<file path="src/rtl/i2cbm_pkg.sv">
`default_nettype none

package i2cbm_pkg;

  localparam int unsigned DIVIDER_BITS_DEF = 16;
  localparam int unsigned TPU_W            = 16;
  localparam int unsigned BYTE_W           = 8;

  typedef enum logic [1:0] {
    CMD_START = 2'd0,
    CMD_STOP  = 2'd1,
    CMD_WRITE = 2'd2,
    CMD_READ  = 2'd3
  } cmd_e_t;

  // one tick as it sits in the queue, already decoded
  typedef struct packed {
    logic              start;
    cmd_e_t            cmd;
    logic [BYTE_W-1:0] wr_byte;
    logic              ack_after_read;
    logic              sda_in;
  } tick_item_t;

  typedef struct packed {
    logic       valid;
    tick_item_t item;
  } q_head_t;

endpackage

`default_nettype wire

</file>
<file path="src/rtl/i2cbm_if.sv">
`default_nettype none

interface i2cbm_tick_if;
  import i2cbm_pkg::*;
  logic              valid;
  logic              ready;
  logic              cmd_valid;
  logic [1:0]        mode;
  logic [BYTE_W-1:0] wr_byte;
  logic              ack_after_read;
  logic              sda_in;
  modport source (output valid, cmd_valid, mode, wr_byte, ack_after_read, sda_in,
                  input ready);
  modport sink (input valid, cmd_valid, mode, wr_byte, ack_after_read, sda_in,
                output ready);
endinterface

interface i2cbm_res_if;
  import i2cbm_pkg::*;
  logic              valid;
  logic              ready;
  logic              scl_low;
  logic              sda_low;
  logic              busy_res;
  logic              done_res;
  logic [BYTE_W-1:0] rd_byte;
  logic              ack_bit;
  modport source (output valid, scl_low, sda_low, busy_res, done_res, rd_byte, ack_bit,
                  input ready);
  modport sink (input valid, scl_low, sda_low, busy_res, done_res, rd_byte, ack_bit,
                output ready);
endinterface

interface i2cbm_cfg_if;
  import i2cbm_pkg::*;
  logic             valid;
  logic             ready;
  logic [TPU_W-1:0] ticks_per_unit;
  modport source (output valid, ticks_per_unit, input ready);
  modport sink (input valid, ticks_per_unit, output ready);
endinterface

`default_nettype wire

</file>
<file path="src/rtl/i2c_bit_level_master.sv">
// channel | dir | payload                                          | accepted when
// tick    | in  | cmd_valid, mode, wr_byte, ack_after_read, sda_in | valid && ready
// res     | out | scl_low, sda_low, busy_res, done_res, rd_byte,   | valid && ready
//         |     | ack_bit                                          |
// cfg     | in  | ticks_per_unit                                   | valid && ready
//
// one tick per clock sustained while results are taken; a tick's result is registered
// first in the two-entry tick queue, then in the bus engine's state update
// synchronous reset releases both lines and empties the queue; cfg is always ready
// a stalled result holds the engine; the queue keeps taking ticks until it is full

`default_nettype none

module i2c_bit_level_master #(
  parameter int unsigned DIVIDER_BITS = i2cbm_pkg::DIVIDER_BITS_DEF
) (
  input  wire logic   clk,
  input  wire logic   rst,
  i2cbm_tick_if.sink  tick,
  i2cbm_res_if.source res,
  i2cbm_cfg_if.sink   cfg
);
  import i2cbm_pkg::*;

  q_head_t head;
  logic    pop;

  i2cbm_front u_front (
    .clk  (clk),
    .rst  (rst),
    .tick (tick),
    .head (head),
    .pop  (pop)
  );

  i2cbm_engine #(
    .DIVIDER_BITS (DIVIDER_BITS)
  ) u_engine (
    .clk  (clk),
    .rst  (rst),
    .head (head),
    .pop  (pop),
    .cfg  (cfg),
    .res  (res)
  );

endmodule

`default_nettype wire

</file>
<file path="src/rtl/i2cbm_front.sv">
`default_nettype none

module i2cbm_front (
  input  wire logic              clk,
  input  wire logic              rst,
  i2cbm_tick_if.sink             tick,
  output i2cbm_pkg::q_head_t     head,
  input  wire logic              pop
);
  import i2cbm_pkg::*;

  localparam int unsigned DEPTH = 2;

  tick_item_t     entry [DEPTH];
  logic           wr_ptr;
  logic           rd_ptr;
  logic [1:0]     count;
  logic [1:0]     count_next;
  tick_item_t     decoded;
  logic           push;
  logic           do_pop;

  always_comb begin
    decoded.start          = tick.cmd_valid;
    decoded.wr_byte        = tick.wr_byte;
    decoded.ack_after_read = tick.ack_after_read;
    decoded.sda_in         = tick.sda_in;
    unique case (tick.mode)
      2'd0:    decoded.cmd = CMD_START;
      2'd1:    decoded.cmd = CMD_STOP;
      2'd2:    decoded.cmd = CMD_WRITE;
      default: decoded.cmd = CMD_READ;
    endcase
  end

  assign tick.ready = (count != 2'(DEPTH));
  assign push       = tick.valid && tick.ready;
  assign do_pop     = pop && (count != 2'd0);

  always_comb begin
    count_next = count;
    if (push && !do_pop) begin
      count_next = count + 2'd1;
    end else if (!push && do_pop) begin
      count_next = count - 2'd1;
    end
  end

  always_ff @(posedge clk) begin
    if (rst) begin
      wr_ptr <= 1'b0;
      rd_ptr <= 1'b0;
      count  <= 2'd0;
    end else begin
      count <= count_next;
      if (push) begin
        wr_ptr <= ~wr_ptr;
      end
      if (do_pop) begin
        rd_ptr <= ~rd_ptr;
      end
    end
  end

  always_ff @(posedge clk) begin
    if (push) begin
      entry[wr_ptr] <= decoded;
    end
  end

  assign head = {(count != 2'd0), entry[rd_ptr]};

endmodule

`default_nettype wire

</file>
<file path="src/rtl/i2cbm_engine.sv">
`default_nettype none

module i2cbm_engine #(
  parameter int unsigned DIVIDER_BITS = i2cbm_pkg::DIVIDER_BITS_DEF
) (
  input  wire logic              clk,
  input  wire logic              rst,
  input  wire i2cbm_pkg::q_head_t head,
  output logic                   pop,
  i2cbm_cfg_if.sink              cfg,
  i2cbm_res_if.source            res
);
  import i2cbm_pkg::*;

  localparam int unsigned CW = (DIVIDER_BITS + 1 > TPU_W + 1) ? DIVIDER_BITS + 1 : TPU_W + 1;
  localparam logic [4:0] WR_BIT_PHASES = 5'd24;
  localparam logic [4:0] RD_BIT_PHASES = 5'd16;
  localparam logic [4:0] RD_ACK_END    = 5'd19;
  localparam logic [1:0] SUB_LAST      = 2'd2;
  localparam int unsigned L_SCL = 0;
  localparam int unsigned L_SDA = 1;

  function automatic logic [4:0] phase_count(cmd_e_t c);
    logic [4:0] n;
    unique case (c)
      CMD_START: n = 5'd3;
      CMD_STOP:  n = 5'd2;
      CMD_WRITE: n = 5'd26;
      default:   n = 5'd20;
    endcase
    return n;
  endfunction

  // one bit slot: data with the clock high, then the clock low, then sda held low after a one
  function automatic logic [1:0] bit_slot(logic [1:0] sub, logic one, logic [1:0] line);
    logic [1:0] l;
    l = line;
    if (sub == 2'd0) begin
      l = one ? 2'b00 : 2'b10;
    end else if (sub == 2'd1) begin
      l[L_SCL] = 1'b1;
    end else if (one) begin
      l[L_SDA] = 1'b1;
    end
    return l;
  endfunction

  function automatic logic [1:0] phase_lines(cmd_e_t c, logic [4:0] p, logic [1:0] sub,
                                             logic msb, logic ach, logic [1:0] line);
    logic [1:0] l;
    l = line;
    unique case (c)
      CMD_START: begin
        if (p == 5'd0) l = 2'b00;
        else if (p == 5'd1) l[L_SDA] = 1'b1;
        else l[L_SCL] = 1'b1;
      end
      CMD_STOP: begin
        if (p == 5'd0) l[L_SCL] = 1'b0;
        else l[L_SDA] = 1'b0;
      end
      CMD_WRITE: begin
        if (p < WR_BIT_PHASES) l = bit_slot(sub, msb, line);
        else if (p == WR_BIT_PHASES) l = 2'b00;
        else l[L_SCL] = 1'b1;
      end
      default: begin
        if (p < RD_BIT_PHASES) begin
          if (!p[0]) l = 2'b00;
          else l[L_SCL] = 1'b1;
        end else if (p < RD_ACK_END) begin
          l = bit_slot(p[1:0], !ach, line);
        end
      end
    endcase
    return l;
  endfunction

  logic [TPU_W-1:0]        tpu;
  logic                    active;
  cmd_e_t                  cur_cmd;
  logic [4:0]              phase_index;
  logic [1:0]              sub;
  logic [DIVIDER_BITS-1:0] tick_divider;
  logic [BYTE_W-1:0]       shift_reg;
  logic                    ack_choice;
  logic                    ack_sample;
  logic [1:0]              line_drive;
  logic [BYTE_W-1:0]       rd_hold;

  logic                    active_next;
  cmd_e_t                  cur_cmd_next;
  logic [4:0]              phase_index_next;
  logic [1:0]              sub_next;
  logic [DIVIDER_BITS-1:0] tick_divider_next;
  logic [BYTE_W-1:0]       shift_reg_next;
  logic                    ack_choice_next;
  logic                    ack_sample_next;
  logic [1:0]              line_drive_next;
  logic [BYTE_W-1:0]       rd_hold_next;
  logic                    done_next;

  logic                    res_valid;
  logic                    step;
  tick_item_t              it;

  assign it        = head.item;
  assign step      = head.valid && (!res_valid || res.ready);
  assign pop       = step;
  assign cfg.ready = 1'b1;

  always_comb begin
    logic [DIVIDER_BITS:0] cnt;
    logic [TPU_W-1:0]      tpu_eff;
    logic                  phase_end;

    active_next       = active;
    cur_cmd_next      = cur_cmd;
    phase_index_next  = phase_index;
    sub_next          = sub;
    tick_divider_next = tick_divider;
    shift_reg_next    = shift_reg;
    ack_choice_next   = ack_choice;
    ack_sample_next   = ack_sample;
    line_drive_next   = line_drive;
    rd_hold_next      = rd_hold;
    done_next         = 1'b0;

    if (!active && it.start) begin
      active_next       = 1'b1;
      cur_cmd_next      = it.cmd;
      phase_index_next  = 5'd0;
      sub_next          = 2'd0;
      tick_divider_next = '0;
      shift_reg_next    = (it.cmd == CMD_WRITE) ? it.wr_byte : '0;
      ack_choice_next   = it.ack_after_read;
      line_drive_next   = phase_lines(it.cmd, 5'd0, 2'd0, shift_reg_next[BYTE_W-1],
                                      it.ack_after_read, line_drive);
    end

    cnt       = {1'b0, tick_divider_next} + {{DIVIDER_BITS{1'b0}}, 1'b1};
    tpu_eff   = (tpu == '0) ? TPU_W'(1) : tpu;
    // a phase also closes when the divider would overflow
    phase_end = (CW'(cnt) >= CW'(tpu_eff)) || cnt[DIVIDER_BITS];

    if (active_next) begin
      if (phase_end) begin
        if (cur_cmd_next == CMD_WRITE) begin
          if (phase_index_next < WR_BIT_PHASES && sub_next == SUB_LAST) begin
            shift_reg_next = {shift_reg_next[BYTE_W-2:0], 1'b0};
          end else if (phase_index_next == WR_BIT_PHASES) begin
            ack_sample_next = it.sda_in;
          end
        end else if (cur_cmd_next == CMD_READ) begin
          if (phase_index_next < RD_BIT_PHASES && !phase_index_next[0]) begin
            shift_reg_next = {shift_reg_next[BYTE_W-2:0], it.sda_in};
          end
        end
        tick_divider_next = '0;
        phase_index_next  = phase_index_next + 5'd1;
        sub_next          = (sub_next == SUB_LAST) ? 2'd0 : sub_next + 2'd1;
        if (phase_index_next >= phase_count(cur_cmd_next)) begin
          if (cur_cmd_next == CMD_READ) begin
            rd_hold_next = shift_reg_next;
          end
          active_next      = 1'b0;
          phase_index_next = 5'd0;
          done_next        = 1'b1;
        end else begin
          line_drive_next = phase_lines(cur_cmd_next, phase_index_next, sub_next,
                                        shift_reg_next[BYTE_W-1], ack_choice_next,
                                        line_drive_next);
        end
      end else begin
        tick_divider_next = cnt[DIVIDER_BITS-1:0];
      end
    end
  end

  always_ff @(posedge clk) begin
    if (rst) begin
      tpu          <= TPU_W'(1);
      active       <= 1'b0;
      cur_cmd      <= CMD_START;
      phase_index  <= 5'd0;
      sub          <= 2'd0;
      tick_divider <= '0;
      shift_reg    <= '0;
      ack_choice   <= 1'b0;
      ack_sample   <= 1'b1;
      line_drive   <= 2'b00;
      rd_hold      <= '0;
      res_valid    <= 1'b0;
    end else begin
      if (cfg.valid) begin
        tpu <= cfg.ticks_per_unit;
      end
      if (step) begin
        active       <= active_next;
        cur_cmd      <= cur_cmd_next;
        phase_index  <= phase_index_next;
        sub          <= sub_next;
        tick_divider <= tick_divider_next;
        shift_reg    <= shift_reg_next;
        ack_choice   <= ack_choice_next;
        ack_sample   <= ack_sample_next;
        line_drive   <= line_drive_next;
        rd_hold      <= rd_hold_next;
        res_valid    <= 1'b1;
      end else if (res.ready) begin
        res_valid <= 1'b0;
      end
    end
  end

  logic res_done;

  always_ff @(posedge clk) begin
    if (step) begin
      res_done <= done_next;
    end
  end

  assign res.valid    = res_valid;
  assign res.scl_low  = line_drive[L_SCL];
  assign res.sda_low  = line_drive[L_SDA];
  assign res.busy_res = active;
  assign res.done_res = res_done;
  assign res.rd_byte  = rd_hold;
  assign res.ack_bit  = ack_sample;

endmodule

`default_nettype wire

</file>
<file path="src/flat_wrapper.sv">
// flat-port wrapper written by rule: the top's interface ports become plain ports
module i2c_bit_level_master_flat import i2cbm_pkg::*;
#(
  parameter int unsigned DIVIDER_BITS = i2cbm_pkg::DIVIDER_BITS_DEF
)
  (clk, rst, tick_valid, tick_cmd_valid, tick_mode, tick_wr_byte, tick_ack_after_read, tick_sda_in, tick_ready, res_valid, res_scl_low, res_sda_low, res_busy_res, res_done_res, res_rd_byte, res_ack_bit, res_ready, cfg_valid, cfg_ticks_per_unit, cfg_ready);
  i2cbm_tick_if tick_i ();
  i2cbm_res_if res_i ();
  i2cbm_cfg_if cfg_i ();
  input  wire logic clk;
  input  wire logic rst;
  input wire logic [$bits(tick_i.valid)-1:0] tick_valid;
  input wire logic [$bits(tick_i.cmd_valid)-1:0] tick_cmd_valid;
  input wire logic [$bits(tick_i.mode)-1:0] tick_mode;
  input wire logic [$bits(tick_i.wr_byte)-1:0] tick_wr_byte;
  input wire logic [$bits(tick_i.ack_after_read)-1:0] tick_ack_after_read;
  input wire logic [$bits(tick_i.sda_in)-1:0] tick_sda_in;
  output wire logic [$bits(tick_i.ready)-1:0] tick_ready;
  output wire logic [$bits(res_i.valid)-1:0] res_valid;
  output wire logic [$bits(res_i.scl_low)-1:0] res_scl_low;
  output wire logic [$bits(res_i.sda_low)-1:0] res_sda_low;
  output wire logic [$bits(res_i.busy_res)-1:0] res_busy_res;
  output wire logic [$bits(res_i.done_res)-1:0] res_done_res;
  output wire logic [$bits(res_i.rd_byte)-1:0] res_rd_byte;
  output wire logic [$bits(res_i.ack_bit)-1:0] res_ack_bit;
  input wire logic [$bits(res_i.ready)-1:0] res_ready;
  input wire logic [$bits(cfg_i.valid)-1:0] cfg_valid;
  input wire logic [$bits(cfg_i.ticks_per_unit)-1:0] cfg_ticks_per_unit;
  output wire logic [$bits(cfg_i.ready)-1:0] cfg_ready;
  assign tick_i.valid = tick_valid;
  assign tick_i.cmd_valid = tick_cmd_valid;
  assign tick_i.mode = tick_mode;
  assign tick_i.wr_byte = tick_wr_byte;
  assign tick_i.ack_after_read = tick_ack_after_read;
  assign tick_i.sda_in = tick_sda_in;
  assign tick_ready = tick_i.ready;
  assign res_valid = res_i.valid;
  assign res_scl_low = res_i.scl_low;
  assign res_sda_low = res_i.sda_low;
  assign res_busy_res = res_i.busy_res;
  assign res_done_res = res_i.done_res;
  assign res_rd_byte = res_i.rd_byte;
  assign res_ack_bit = res_i.ack_bit;
  assign res_i.ready = res_ready;
  assign cfg_i.valid = cfg_valid;
  assign cfg_i.ticks_per_unit = cfg_ticks_per_unit;
  assign cfg_ready = cfg_i.ready;
  i2c_bit_level_master #(.DIVIDER_BITS(DIVIDER_BITS)) u_core (.clk(clk), .rst(rst), .tick(tick_i), .res(res_i), .cfg(cfg_i));
endmodule
</file>
<file path="config.mk">
export PLATFORM = sky130hd
export DESIGN_NAME = i2c_bit_level_master_flat
export DESIGN_NICKNAME = d
export VERILOG_FILES = /design/src/rtl/i2cbm_pkg.sv /design/src/rtl/i2cbm_if.sv /design/src/rtl/i2c_bit_level_master.sv /design/src/rtl/i2cbm_front.sv /design/src/rtl/i2cbm_engine.sv /design/src/flat_wrapper.sv
export SDC_FILE = /design/constraint.sdc
export NUM_CORES = 1
export LEC_CHECK = 0
export BUFFER_PORTS_ARGS = -buffer_cell sky130_fd_sc_hd__buf_2
export CORE_ASPECT_RATIO = 0.6
export CORE_MARGIN = 1
export CORE_UTILIZATION = 55
export DETAILED_ROUTE_END_ITERATION = 16
export GPL_TIMING_DRIVEN = 0
export PLACE_DENSITY = 0.83
export SETUP_SLACK_MARGIN = 0.02
export SLEW_MARGIN = 20
export SYNTH_ARGS = -nofsm -noshare
export SYNTH_HDL_FRONTEND = slang
export SYNTH_SLANG_ARGS = --single-unit
</file>
<file path="constraint.sdc">
create_clock -name clk -period 5.2 [get_ports clk]
set_input_delay 0.26 -clock clk [delete_from_list [all_inputs] [get_ports clk]]
set_output_delay 0.26 -clock clk [all_outputs]
set_load 0.05 [all_outputs]
</file>
## Word-level counts from Yosys, hierarchy flattened

Memory sizes are Yosys's and may differ from the RTL's. A register that Yosys moved wholly into a read port is not among the register bits.
Cells that the tools add are included.

- Add/subtract/negate cells: 5
- Magnitude comparators: 7
- Equality and inequality tests: 14
- Multiplexer cells: 70
- Bitwise gates (word level): 3
- Reductions and logical operators: 27

Operators with widths:

| operator | number |
|---|---|
| $mux 8 | 10 |
| $mux 16 | 4 |
| $mux 2 | 20 |
| $mux 5 | 6 |
| $mux 1 | 26 |
| $lt 5x5->1 const B | 5 |
| $add 16x1->17 const B | 1 |
| $ge 17x16->1 | 1 |
| $logic_not 16->1 | 1 |
| $pmux 5 s3 | 1 |
| $pmux 2 s3 | 2 |
| $eq 2x1->1 const B | 5 |
| $eq 2x2->1 const B | 5 |
| $eq 5x5->1 const B | 2 |
| $logic_and 1x1->1 | 8 |
| $logic_not 2->1 | 4 |
| $reduce_and 6->1 | 1 |
| $reduce_bool 2->1 | 3 |
| $add 5x1->5 const B | 1 |
| $eq 5x1->1 const B | 1 |
| $ge 5x5->1 | 1 |
| $logic_not 1->1 | 5 |
| $logic_not 5->1 | 1 |
| $reduce_and 5->1 | 1 |
| other kinds (7) | 11 |

- Flip-flop bits (word level): 68
- RAM bits: 26
- Input bits: 34
- Output and inout bits: 16
- Logic and storage cells: 143
- Memories: 1

Memories:

| memory | words | width | read ports | clocked after memory_dff | write ports | line | text |
|---|---|---|---|---|---|---|---|
| u_core.u_front.entry | 2 | 13 | 1 | 1 | 1 | i2cbm_front.sv:14 | `tick_item_t entry [DEPTH];` |

## Logic depth before layout (Yosys ltp)

Gate-level depths: netlist of the first run.

- Word-level depth: 18
- Mapped depth: 23
- Gate-level depth less buffers: 18

## Hierarchy

A second synthesis of the first run with hierarchy kept.

- Cells, all modules: 601
- Area, all modules: 5342.6 sq um

By module, submodules not included:

| module | instances | cells each | area each (sq um) |
|---|---|---|---|
| i2cbm_engine | 1 | 535 | 4180.3 |
| i2cbm_front | 1 | 66 | 1162.4 |

## Least setup slack after synthesis of the first run

No wires, ideal clock.

- Path type: register to register
- Start: register with a tool-made name
- End: register u_core.u_engine.rd_hold[6], in the netlist u_core.u_engine.res.rd_byte[6]
- Library setup time: 0.070 ns
- Arrival time: 4.471 ns
- Required time: 5.130 ns
- Setup slack: 0.659 ns
- Stages on the path, launching flop included: 24
- Buffers on the path: 5
- Period minus slack after synthesis: 4.541 ns
- Cells stage by stage: dfxtp_1 buf_6 mux2i_4 or2_0 buf_6 buf_6 clkbuf_1 and2_1 ha_1 and3_1 nor2b_1 nand3_1 xor2_1 nor2_1 ha_1 nand4_1 nor2_1 nand2_1 o221a_2 o21a_1 a2111o_1 buf_4 a211o_1 a21oi_1

RTL lines:

| item | line | text |
|---|---|---|
| to (signal assigned) | i2cbm_engine.sv:208 | `rd_hold <= rd_hold_next;` |
| to (decl) | i2cbm_engine.sv:89 | `logic [BYTE_W-1:0] rd_hold;` |

==> results of run 1 <==
-- per-stage QoR --
stage	hold slack [ns]	TNS (ns)	util
2_1_floorplan	0.3589	0	-
3_3_place_gp	0.4437	-2.824	0.6207
3_5_place_dp	0.4478	-7.017	0.6207
4_1_cts	0.09045	0	0.6522
5_1_grt	0.09233	0	0.6553
6_report	0.09734	0	0.6553
-- cells in the mapped netlist, types with 4 or more instances --
cell      count  area share
dfxtp_1      68        0.25
nor2_1       66       0.046
nand2_1      55       0.038
a21oi_1      49       0.045
mux2i_1      40       0.074
inv_1        30       0.021
edfxtp_1     27        0.15
ha_1         27       0.062
nand3_1      26       0.024
clkbuf_1     25       0.017
o21ai_0      18       0.017
xor2_1       15       0.024
a21o_1       10       0.014
and2_1       10       0.012
nor3_1       10      0.0092
nor4_1        7      0.0081
and3_1        6      0.0069
mux2_2        6       0.012
nand2b_1      6      0.0069
nand4_1       6      0.0069
xnor2_1       6      0.0097
a311oi_1      5      0.0081
o211ai_1      5      0.0069
o21a_1        5      0.0069
a31oi_1       4      0.0046
and4_1        4      0.0065
buf_2         4      0.0037
nor2b_1       4      0.0046
-- final timing paths --
| kind | from | end | cells past startpoint |
|---|---|---|---|
| worst max-delay path | register | u_core.u_engine.tick_divider[3] | 18 |
| worst min-delay path | tick_wr_byte[4] | u_core.u_front.entry[0][6] | 1 |
| worst max register to register | register | u_core.u_engine.tick_divider[3] | 18 |
| worst min register to register | u_core.u_engine.shift_reg[5] | u_core.u_engine.shift_reg[5] | 2 |
-- cells by family (layout without fill, tap and decap cells) --
group           Yosys count  in the layout  synth area share
mux                      47             47           0.09040
simple gates            211            211            0.1870
fa+ha+maj                27             27           0.06227
flops                    95             95            0.4004
other cells               1              1         0.0006912
xor+xnor                 21             21           0.03390
buf+inv                  68            129           0.05351
compound gates          138            138            0.1718
-- timing repair --
item / CTS / global route
setup endpoints to repair: 39 / 35
gates resized for setup: 1 / 4
gates cloned: 0 / 0
setup buffers: 0 / 2
hold endpoints to repair: 0 / 0
-- per-layer routing --
layer,global-route usage,routed length [um],vias up
met2,0.4394,6214,309
met3,0.08086,1871,45
li1,-,-,2314
met5,0,0,-
met1,0.4488,6495,2302
met4,0.1023,277,0
-- cells in the final DEF (no fill, tap or decap), types with 26 or more instances in the layout --
cell type	instances
nor2_1	64
nand3_1	26
mux2i_1	40
dfxtp_1	68
inv_1	30
edfxtp_1	27
buf_2	48
nand2_1	54
ha_1	27
a21oi_1	49
-- power groups by stage --
| stage | clock (mW) | sequential (mW) | combinational, mW |
|---|---|---|---|
| after floorplan | 0 | 0.966 | 0.703 |
| after global placement | 0 | 0.936 | 0.988 |
| after detailed placement | 0 | 0.944 | 1.02 |
| after CTS | 0.668 | 0.930 | 1.03 |
| after global routing | 0.699 | 0.942 | 1.14 |
| final | 0.662 | 0.933 | 1.07 |
-- area by class of cell --
| cell class | instances | area [um^2] |
|---|---|---|
| flip-flops and latches | 95 | 2172 |
| inverters | 32 | 120.1 |
| repair buffers | 46 | 235.2 |
| plain buffers | 35 | 166.4 |
| clock buffers | 10 | 229.0 |
| clock inverters | 6 | 67.56 |
| multi-input cells | 445 | 2979 |
| fillers | 746 | 3226 |
| well taps | 130 | 162.7 |
==> run_results.csv, run 1 <==
group,metric,value,unit
routing,drt_iter0_drc,600,
place,gp_congestion,0.9690,
timing,fin_ws,0.2316,ns
finish,area_growth,13.03,%
floorplanning,die_x,130.2,um
global_routing,grt.total_usage,0.3088,
setup_path,critical_path_class,"register to register",
routing,wl,14.86,mm
floorplanning,start_util,0.5798,
floorplanning,dieArea,10280,um^2
finish,largest_reg_flops,26,
cts,clock-sinks,95,
setup_path,end_kind,"register",
place,post-dp-hpwl,11.11,mm
power_and_ir_drop,p_int,1.580,mW
synthesis,async_reset_ff_frac,0,
synthesis,syn_area,5425,um^2
synthesis,yosysWarnings,0,
timing,worst_slew_pin_slew,0.9921,ns
cts,cts_hold_buffers,0,
power_and_ir_drop,p_leak,2.512,nW
finish,regMostFlops,"u_core.u_front.entry",
timing,rsz0062_at_grt,"false",
timing,fin_skew,0.009001,ns
min_path,hp-class,"primary input to register",
setup_path,critPathTopFamily,"buffers and inverters",
power_and_ir_drop,seq_power_share,0.349,
floorplanning,rows,27,
power_and_ir_drop,switchingPower,1.090,mW
power_and_ir_drop,combPwrFrac,0.403,
setup_path,required,5.48,ns
routing,drc,0,
power_and_ir_drop,powerDensity,435.4,nW/um^2
finish,reg_top3,"u_core.u_front.entry x26, u_core.u_engine.tick_divider x16, u_core.u_engine.tpu x16",
timing,slew_headroom,0.3386,
routing,route.vias.total,4970,
finish,layout-drive-gt1-share,0.1345,
run,maxCapViolations,0,
place,place_inst,782,
routing,final_antenna_net_count,0,
timing,hold_viol_final,0,
global_routing,grt_max_degree,20,
routing,first_pass_iters,5,
synthesis,synth.avg_cell_area,8.923,um^2
timing,finalCritPeriodShare,0.9555,
power_and_ir_drop,finalPower,2.670,mW
cts,clockBufferDepth,2,
timing,post-route-min-period,4.968,ns
cts,clk_pin_slew,0.07,ns
timing,setup_viol,0,
setup_path,critPathMaxFanout,10,
cts,cts_buffers,9,
synthesis,synthCells,608,
setup_path,worstPathArrival,5.24,ns
power_and_ir_drop,swShare,0.4083,
finish,fin_area,6132,um^2
global_routing,grt_pass1_wl,24.04,mm
synthesis,synth_nets,669,
global_routing,antenna_found_initial,0,
routing,wl_per_cell,18.60,um
finish,nNetsFinal,725,
setup_path,crit_slowest_cell,"buf_1",
cts,cts_max_level,3,
place,placed_area,5808,um^2
synthesis,synth-seq-cells,95,
power_and_ir_drop,ir_drop,0.3636,mV
setup_path,ff2ff_setup_slack,0.23,ns
setup_path,critical_path_buf_inv_count,6,
timing,max_freq,201.3,MHz
status,status,"complete, no violations",
timing,slew_violations,0,
cts,clk_latency,0.35,ns
setup_path,cp_cell_sequence,"buf_6 -> mux2i_4 -> buf_4 -> nor2_1 -> buf_2 -> buf_1 -> buf_1 -> nor2_1 -> ha_1 -> a21o_1 -> a21o_1 -> a21oi_1 -> o221a_2 -> o21ai_1 -> nor2_4 -> buf_2 -> nand3_1 -> a21oi_1",
setup_path,start_kind,"register",
power_and_ir_drop,clkPwrFrac,0.248,
synthesis,synth.distinct_cells,72,
synthesis,synth_edf_count,27,
global_routing,overflow,0,
setup_path,critical-path-max-stage-delay,0.56,ns
floorplanning,fp.dieH,78.93,um
global_routing,grt_pass1_vias,4700,
floorplanning,core-area,9358,um^2
floorplanning,io_pins,50,
synthesis,ys.flop_type,"dfxtp_1",
place,io_buffers,44,
routing,drt-vias-per-instance,6.220,
cts,cts_root_buffer,"clkbuf_16",
cts,cts_tree,"done",
synthesis,synth-seq-area-share,0.4004,
finish,final_cells,799,
finish,diodes,0,
place,preCtsSetupSlack,-0.3702,ns
Note: power is estimated with default switching activity, not from simulation.
==> inputs of run 2 (changes only) <==
- GPL_ROUTABILITY_DRIVEN: unset -> 1
- clock period: 5.2 -> 5.5 ns (I/O delays scaled with it)
==> run 2 against run 1 <==
Effect of this change: clock skew is essentially flat; sequential cell count is the same; wire length down 0.12%; critical path depth grew 3; largest cell class unchanged.
==> run_results.csv, run 2 (synthesized netlist as in run 1, its figures left out) <==
group,metric,value,unit
status,status,"complete, no violations",
power_and_ir_drop,powerDensity,411.6,nW/um^2
cts,clk_latency,0.35,ns
run,maxCapViolations,0,
cts,cts_tree,"done",
setup_path,ff2ff_setup_slack,0.28,ns
routing,drt_iter0_drc,603,
cts,clk_pin_slew,0.07,ns
finish,nNetsFinal,723,
place,placed_area,5808,um^2
finish,ff_latch_area,2172,um^2
timing,post-route-min-period,5.216,ns
place,gp_congestion,0.9690,
finish,multi_input_area,2973,um^2
min_path,hp-class,"primary input to register",
global_routing,antenna_found_initial,0,
routing,first_pass_iters,5,
routing,drc,0,
finish,largest_reg_flops,26,
floorplanning,fp.dieH,78.93,um
setup_path,r2r_cells,21,
timing,hold_viol_final,0,
routing,drt-vias-per-instance,6.262,
global_routing,grt_max_degree,20,
finish,final_common_cell,"dfxtp_1",
place,preCtsSetupSlack,-0.07016,ns
timing,fin_skew,0.009231,ns
cts,cts_setup_buffers,0,
cts,cts_max_level,3,
cts,cts_root_buffer,"clkbuf_16",
setup_path,critPathMaxFanout,19,
cts,clockBufferDepth,2,
finish,area_growth,12.64,%
timing,max_freq,191.7,MHz
min_path,hold_path_depth,1,
timing,setup_viol,0,
finish,diodes,0,
global_routing,grt_pass1_vias,4700,
place,io_buffers,44,
setup_path,critical_path_class,"register to register",
finish,reg_top3,"u_core.u_front.entry x26, u_core.u_engine.tick_divider x16, u_core.u_engine.tpu x16",
routing,wl_per_cell,18.62,um
setup_path,start_kind,"register",
power_and_ir_drop,ir_drop,0.3398,mV
finish,n_fill_cell,745,
setup_path,worstPathArrival,5.49,ns
routing,route.vias.total,4991,
place,place_inst,782,
routing,wl,14.84,mm
timing,slew_headroom,0.3519,
setup_path,required,5.78,ns
timing,slew_violations,0,
cts,clock-sinks,95,
floorplanning,dieArea,10280,um^2
floorplanning,rows,27,
finish,fin_area,6111,um^2
floorplanning,start_util,0.5798,
finish,layout-drive-gt1-share,0.1304,
cts,cts_buffers,9,
timing,hold_slack,0.1124,ns
global_routing,overflow,0,
global_routing,grt.total_usage,0.3088,
setup_path,critPathCapture,"u_core.u_engine.tick_divider[10]",
routing,final_antenna_net_count,0,
finish,final_cells,797,
finish,mostFrequentLayoutCells,"68 x dfxtp_1, 64 x nor2_1, 54 x nand2_1",
setup_path,r2r_end,"u_core.u_engine.tick_divider[10]",
floorplanning,io_pins,50,
timing,finalCritPeriodShare,0.9483,
cts,cts_hold_buffers,0,
finish,regMostFlops,"u_core.u_front.entry",
timing,fin_ws,0.2842,ns
place,post-dp-hpwl,11.11,mm
setup_path,end_kind,"register",
timing,worst_slew_pin_slew,0.9721,ns
floorplanning,core-area,9358,um^2
finish,fin_util,0.6530,
floorplanning,die_x,130.2,um
power_and_ir_drop,p_leak,2.500,nW
global_routing,grt_pass1_wl,24.04,mm
timing,rsz0062_at_grt,"false",
-- run 2: through the flow --
| stage | setup TNS (ns) | total power, mW |
|---|---|---|
| 3_5_place_dp | -0.4183 | 1.855 |
| 5_1_grt | 0 | 2.622 |
| 2_1_floorplan | 0 | 1.579 |
| 4_1_cts | 0 | 2.481 |
| 3_3_place_gp | 0 | 1.819 |
| 6_report | 0 | 2.515 |
-- run 2: how the worst min path moves through the flow --
stage / from / endpoint / slack [ns]
after global routing: tick_wr_byte[4] / u_core.u_front.entry[0][6] / 0.11
after floorplan: tick_sda_in / u_core.u_front.entry[0][0] / 0.37
after global placement: u_core.u_engine.tick_divider[1] / u_core.u_engine.tick_divider[1] / 0.44
after detailed placement: u_core.u_engine.shift_reg[5] / u_core.u_engine.shift_reg[5] / 0.45
after CTS: tick_wr_byte[4] / u_core.u_front.entry[0][6] / 0.11
final: tick_wr_byte[4] / u_core.u_front.entry[0][6] / 0.11
-- run 2: per-layer routing --
metal / vias to the layer above / track usage / wire length (um)
met5: - / 0 / 0
met4: 0 / 0.1023 / 208
met3: 26 / 0.08086 / 1940
li1: 2305 / - / -
met2: 333 / 0.4394 / 6317
met1: 2327 / 0.4488 / 6373
-- run 2: layout make-up --
class | count | share of cell area
multi-input combinational | 445 | 0.4865
sequential | 95 | 0.3554
clock buffer | 10 | 0.03747
timing repair buffer | 44 | 0.03604
buffer | 35 | 0.02723
tap | 130 | 0.02662
inverter | 32 | 0.01966
clock inverter | 6 | 0.01106
-- run 2: worst max-delay path, cell delays in order (launching register included) --
cell and delay (ns):
dfxtp_1 0.34, buf_6 0.14, mux2i_4 0.47, or2_0 0.21, buf_6 0.15, buf_6 0.19, and2_1 0.23, ha_1 0.26
and3_1 0.27, nand2_1 0.09, xor2_1 0.14, nor2_1 0.17, ha_1 0.27, a21o_1 0.18, a21o_1 0.16, a2111oi_0 0.39
o221a_2 0.28, o21ai_1 0.20, nor2_2 0.37, buf_2 0.32, nand3_1 0.12, a21oi_1 0.16
-- run 2: repair_timing --
item / CTS / global route
gates cloned: 0 / 0
gates resized for setup: 1 / 2
endpoints found under the setup margin: 20 / 3
-- run 2: power breakdown --
| group | switching, mW | internal, mW | leakage [nW] |
|---|---|---|---|
| registers | 0.0648 | 0.817 | 0.807 |
| logic | 0.692 | 0.314 | 1.55 |
| clock network | 0.271 | 0.356 | 0.146 |
==> inputs of run 3 (changes only) <==
- CORE_ASPECT_RATIO: 0.6 -> 1.5
- clock period: 5.5 -> 5.4 ns (I/O delays scaled with it)
==> run 3 against run 2 <==
Effect of this change: the run now ends with DRC left; clock-buffer cell count fell by 1; clock skew grew 0.0011 ns; critical path depth grew 1; hold slack lost 0.011 ns.
==> run_results.csv, run 3 (synthesized netlist as in run 1, its figures left out) <==
group,metric,value,unit
setup_path,critPathMaxFanout,19,
finish,layout-drive-gt1-share,0.1345,
timing,max_freq,200.3,MHz
global_routing,grt_pass1_vias,4859,
cts,cts_buffers,9,
cts,cts_max_level,3,
cts,cts_root_buffer,"clkbuf_16",
place,preCtsSetupSlack,-0.07772,ns
timing,post-route-min-period,4.992,ns
finish,nNetsFinal,725,
timing,hold_viol_final,0,
global_routing,grt.total_usage,0.2865,
timing,fin_skew,0.01037,ns
finish,reg_top3,"u_core.u_front.entry x26, u_core.u_engine.tick_divider x16, u_core.u_engine.tpu x16",
floorplanning,start_util,0.5631,
setup_path,end_kind,"register",
setup_path,start_kind,"register",
global_routing,overflow,0,
finish,area_growth,12.57,%
finish,mostFrequentLayoutCells,"68 x dfxtp_1, 64 x nor2_1, 54 x nand2_1",
timing,finalCritPeriodShare,0.9245,
floorplanning,fp.dieH,123.6,um
floorplanning,core-area,9634,um^2
place,post-dp-hpwl,10.58,mm
setup_path,worstPathArrival,5.28,ns
finish,final_cells,784,
finish,n_fill_cell,763,
power_and_ir_drop,ir_drop,0.3203,mV
routing,drt_iter0_drc,484,
setup_path,r2r_cells,22,
cts,cts_hold_buffers,0,
power_and_ir_drop,p_leak,2.511,nW
place,placed_area,5789,um^2
global_routing,antenna_found_initial,0,
setup_path,r2r_end,"u_core.u_engine.res.rd_byte[6]",
routing,first_pass_iters,11,
place,io_buffers,44,
finish,final_common_cell,"dfxtp_1",
timing,slew_headroom,0.4122,
routing,wl_per_cell,18.11,um
cts,cts_tree,"done",
floorplanning,io_pins,50,
finish,fin_area,6107,um^2
finish,diodes,0,
setup_path,critical_path_class,"register to register",
cts,clk_pin_slew,0.08,ns
cts,clk_latency,0.35,ns
finish,regMostFlops,"u_core.u_front.entry",
timing,setup_viol,0,
routing,drc,1,
floorplanning,rows,44,
routing,drt-vias-per-instance,6.259,
place,gp_congestion,0.9677,
min_path,hp-class,"primary input to register",
global_routing,grt_pass1_wl,22.94,mm
cts,clock-sinks,95,
floorplanning,dieArea,10270,um^2
global_routing,grt_max_degree,20,
setup_path,critPathCapture,"u_core.u_engine.res.rd_byte[6]",
status,violations,"DRC",
timing,worst_slew_pin_slew,0.8818,ns
cts,clockBufferDepth,2,
timing,rsz0062_at_grt,"false",
timing,slew_violations,0,
timing,hold_slack,0.1018,ns
setup_path,required,5.69,ns
timing,fin_ws,0.4078,ns
run,maxCapViolations,0,
routing,route.vias.total,4907,
floorplanning,die_x,83.09,um
power_and_ir_drop,powerDensity,413.9,nW/um^2
finish,largest_reg_flops,26,
place,place_inst,767,
setup_path,ff2ff_setup_slack,0.41,ns
routing,wl,14.20,mm
status,status,"finished, violations left",
routing,final_antenna_net_count,0,
run 3: worst max-delay path, stage by stage, from the launching register on:
cell,delay (ns)
dfxtp_1,0.33
buf_6,0.12
mux2i_4,0.30
or2_0,0.18
buf_6,0.15
buf_6,0.19
and2_1,0.20
ha_1,0.27
and3_1,0.27
nor2b_1,0.33
nand3_1,0.14
xor2_1,0.16
nor2_1,0.09
ha_1,0.33
nand4_1,0.09
nor2_1,0.14
nand2_1,0.07
o221a_2,0.26
o21a_1,0.23
a2111o_1,0.46
buf_4,0.20
a211o_1,0.26
a21oi_1,0.14
run 3: per-stage QoR:
step                      TNS (ns)  power, mW  utilization
after floorplan                  0      1.608            -
after global placement           0      1.846       0.6009
after detailed placement   -0.4038      1.875       0.6009
after CTS                        0      2.501       0.6318
after global routing             0      2.642       0.6339
final                            0      2.527       0.6339
run 3: per-layer routing:
layer	wire, um	vias to the layer above	global-route usage	part of all wire
li1	-	2297	-	-
met1	5217	2297	0.2968	0.37
met2	7290	234	0.5184	0.51
met3	748	79	0.04573	0.053
met4	943	0	0.2252	0.066
met5	0	-	0	0
run 3: how the worst min path moves through the flow:
stage	slack, ns	start	cells past startpoint	end
2_1_floorplan	0.37	tick_sda_in	0	u_core.u_front.entry[0][0]
3_3_place_gp	0.44	u_core.u_engine.shift_reg[3]	2	u_core.u_engine.shift_reg[3]
3_5_place_dp	0.46	u_core.u_engine.tick_divider[1]	2	u_core.u_engine.tick_divider[1]
4_1_cts	0.09	tick_wr_byte[7]	1	u_core.u_front.entry[0][9]
5_1_grt	0.1	tick_wr_byte[7]	1	u_core.u_front.entry[0][9]
6_report	0.10	tick_wr_byte[7]	1	u_core.u_front.entry[0][9]
run 3: cell type report:
class	count	area (um^2)	share of cell area
sequential	95	2172	0.3557
clock buffer	9	225.2	0.03688
clock inverter	7	73.82	0.01209
tap	115	143.9	0.02356
multi-input combinational	445	2970	0.4864
buffer	35	166.4	0.02725
inverter	32	120.1	0.01967
timing repair buffer	46	235.2	0.03852
run 3: what timing repair did:
action | CTS | global route
setup endpoints to repair | 12 | 18
pin swaps | 0 | 0
setup buffers | 0 | 2
cloned | 0 | 0
gates resized for setup | 1 | 1
run 3: power by group:
part	internal (mW)	switching [mW]	total [mW]
clock	0.328	0.302	0.630
combinational	0.327	0.676	1.00
sequential	0.831	0.0632	0.895
total	1.49	1.04	2.53
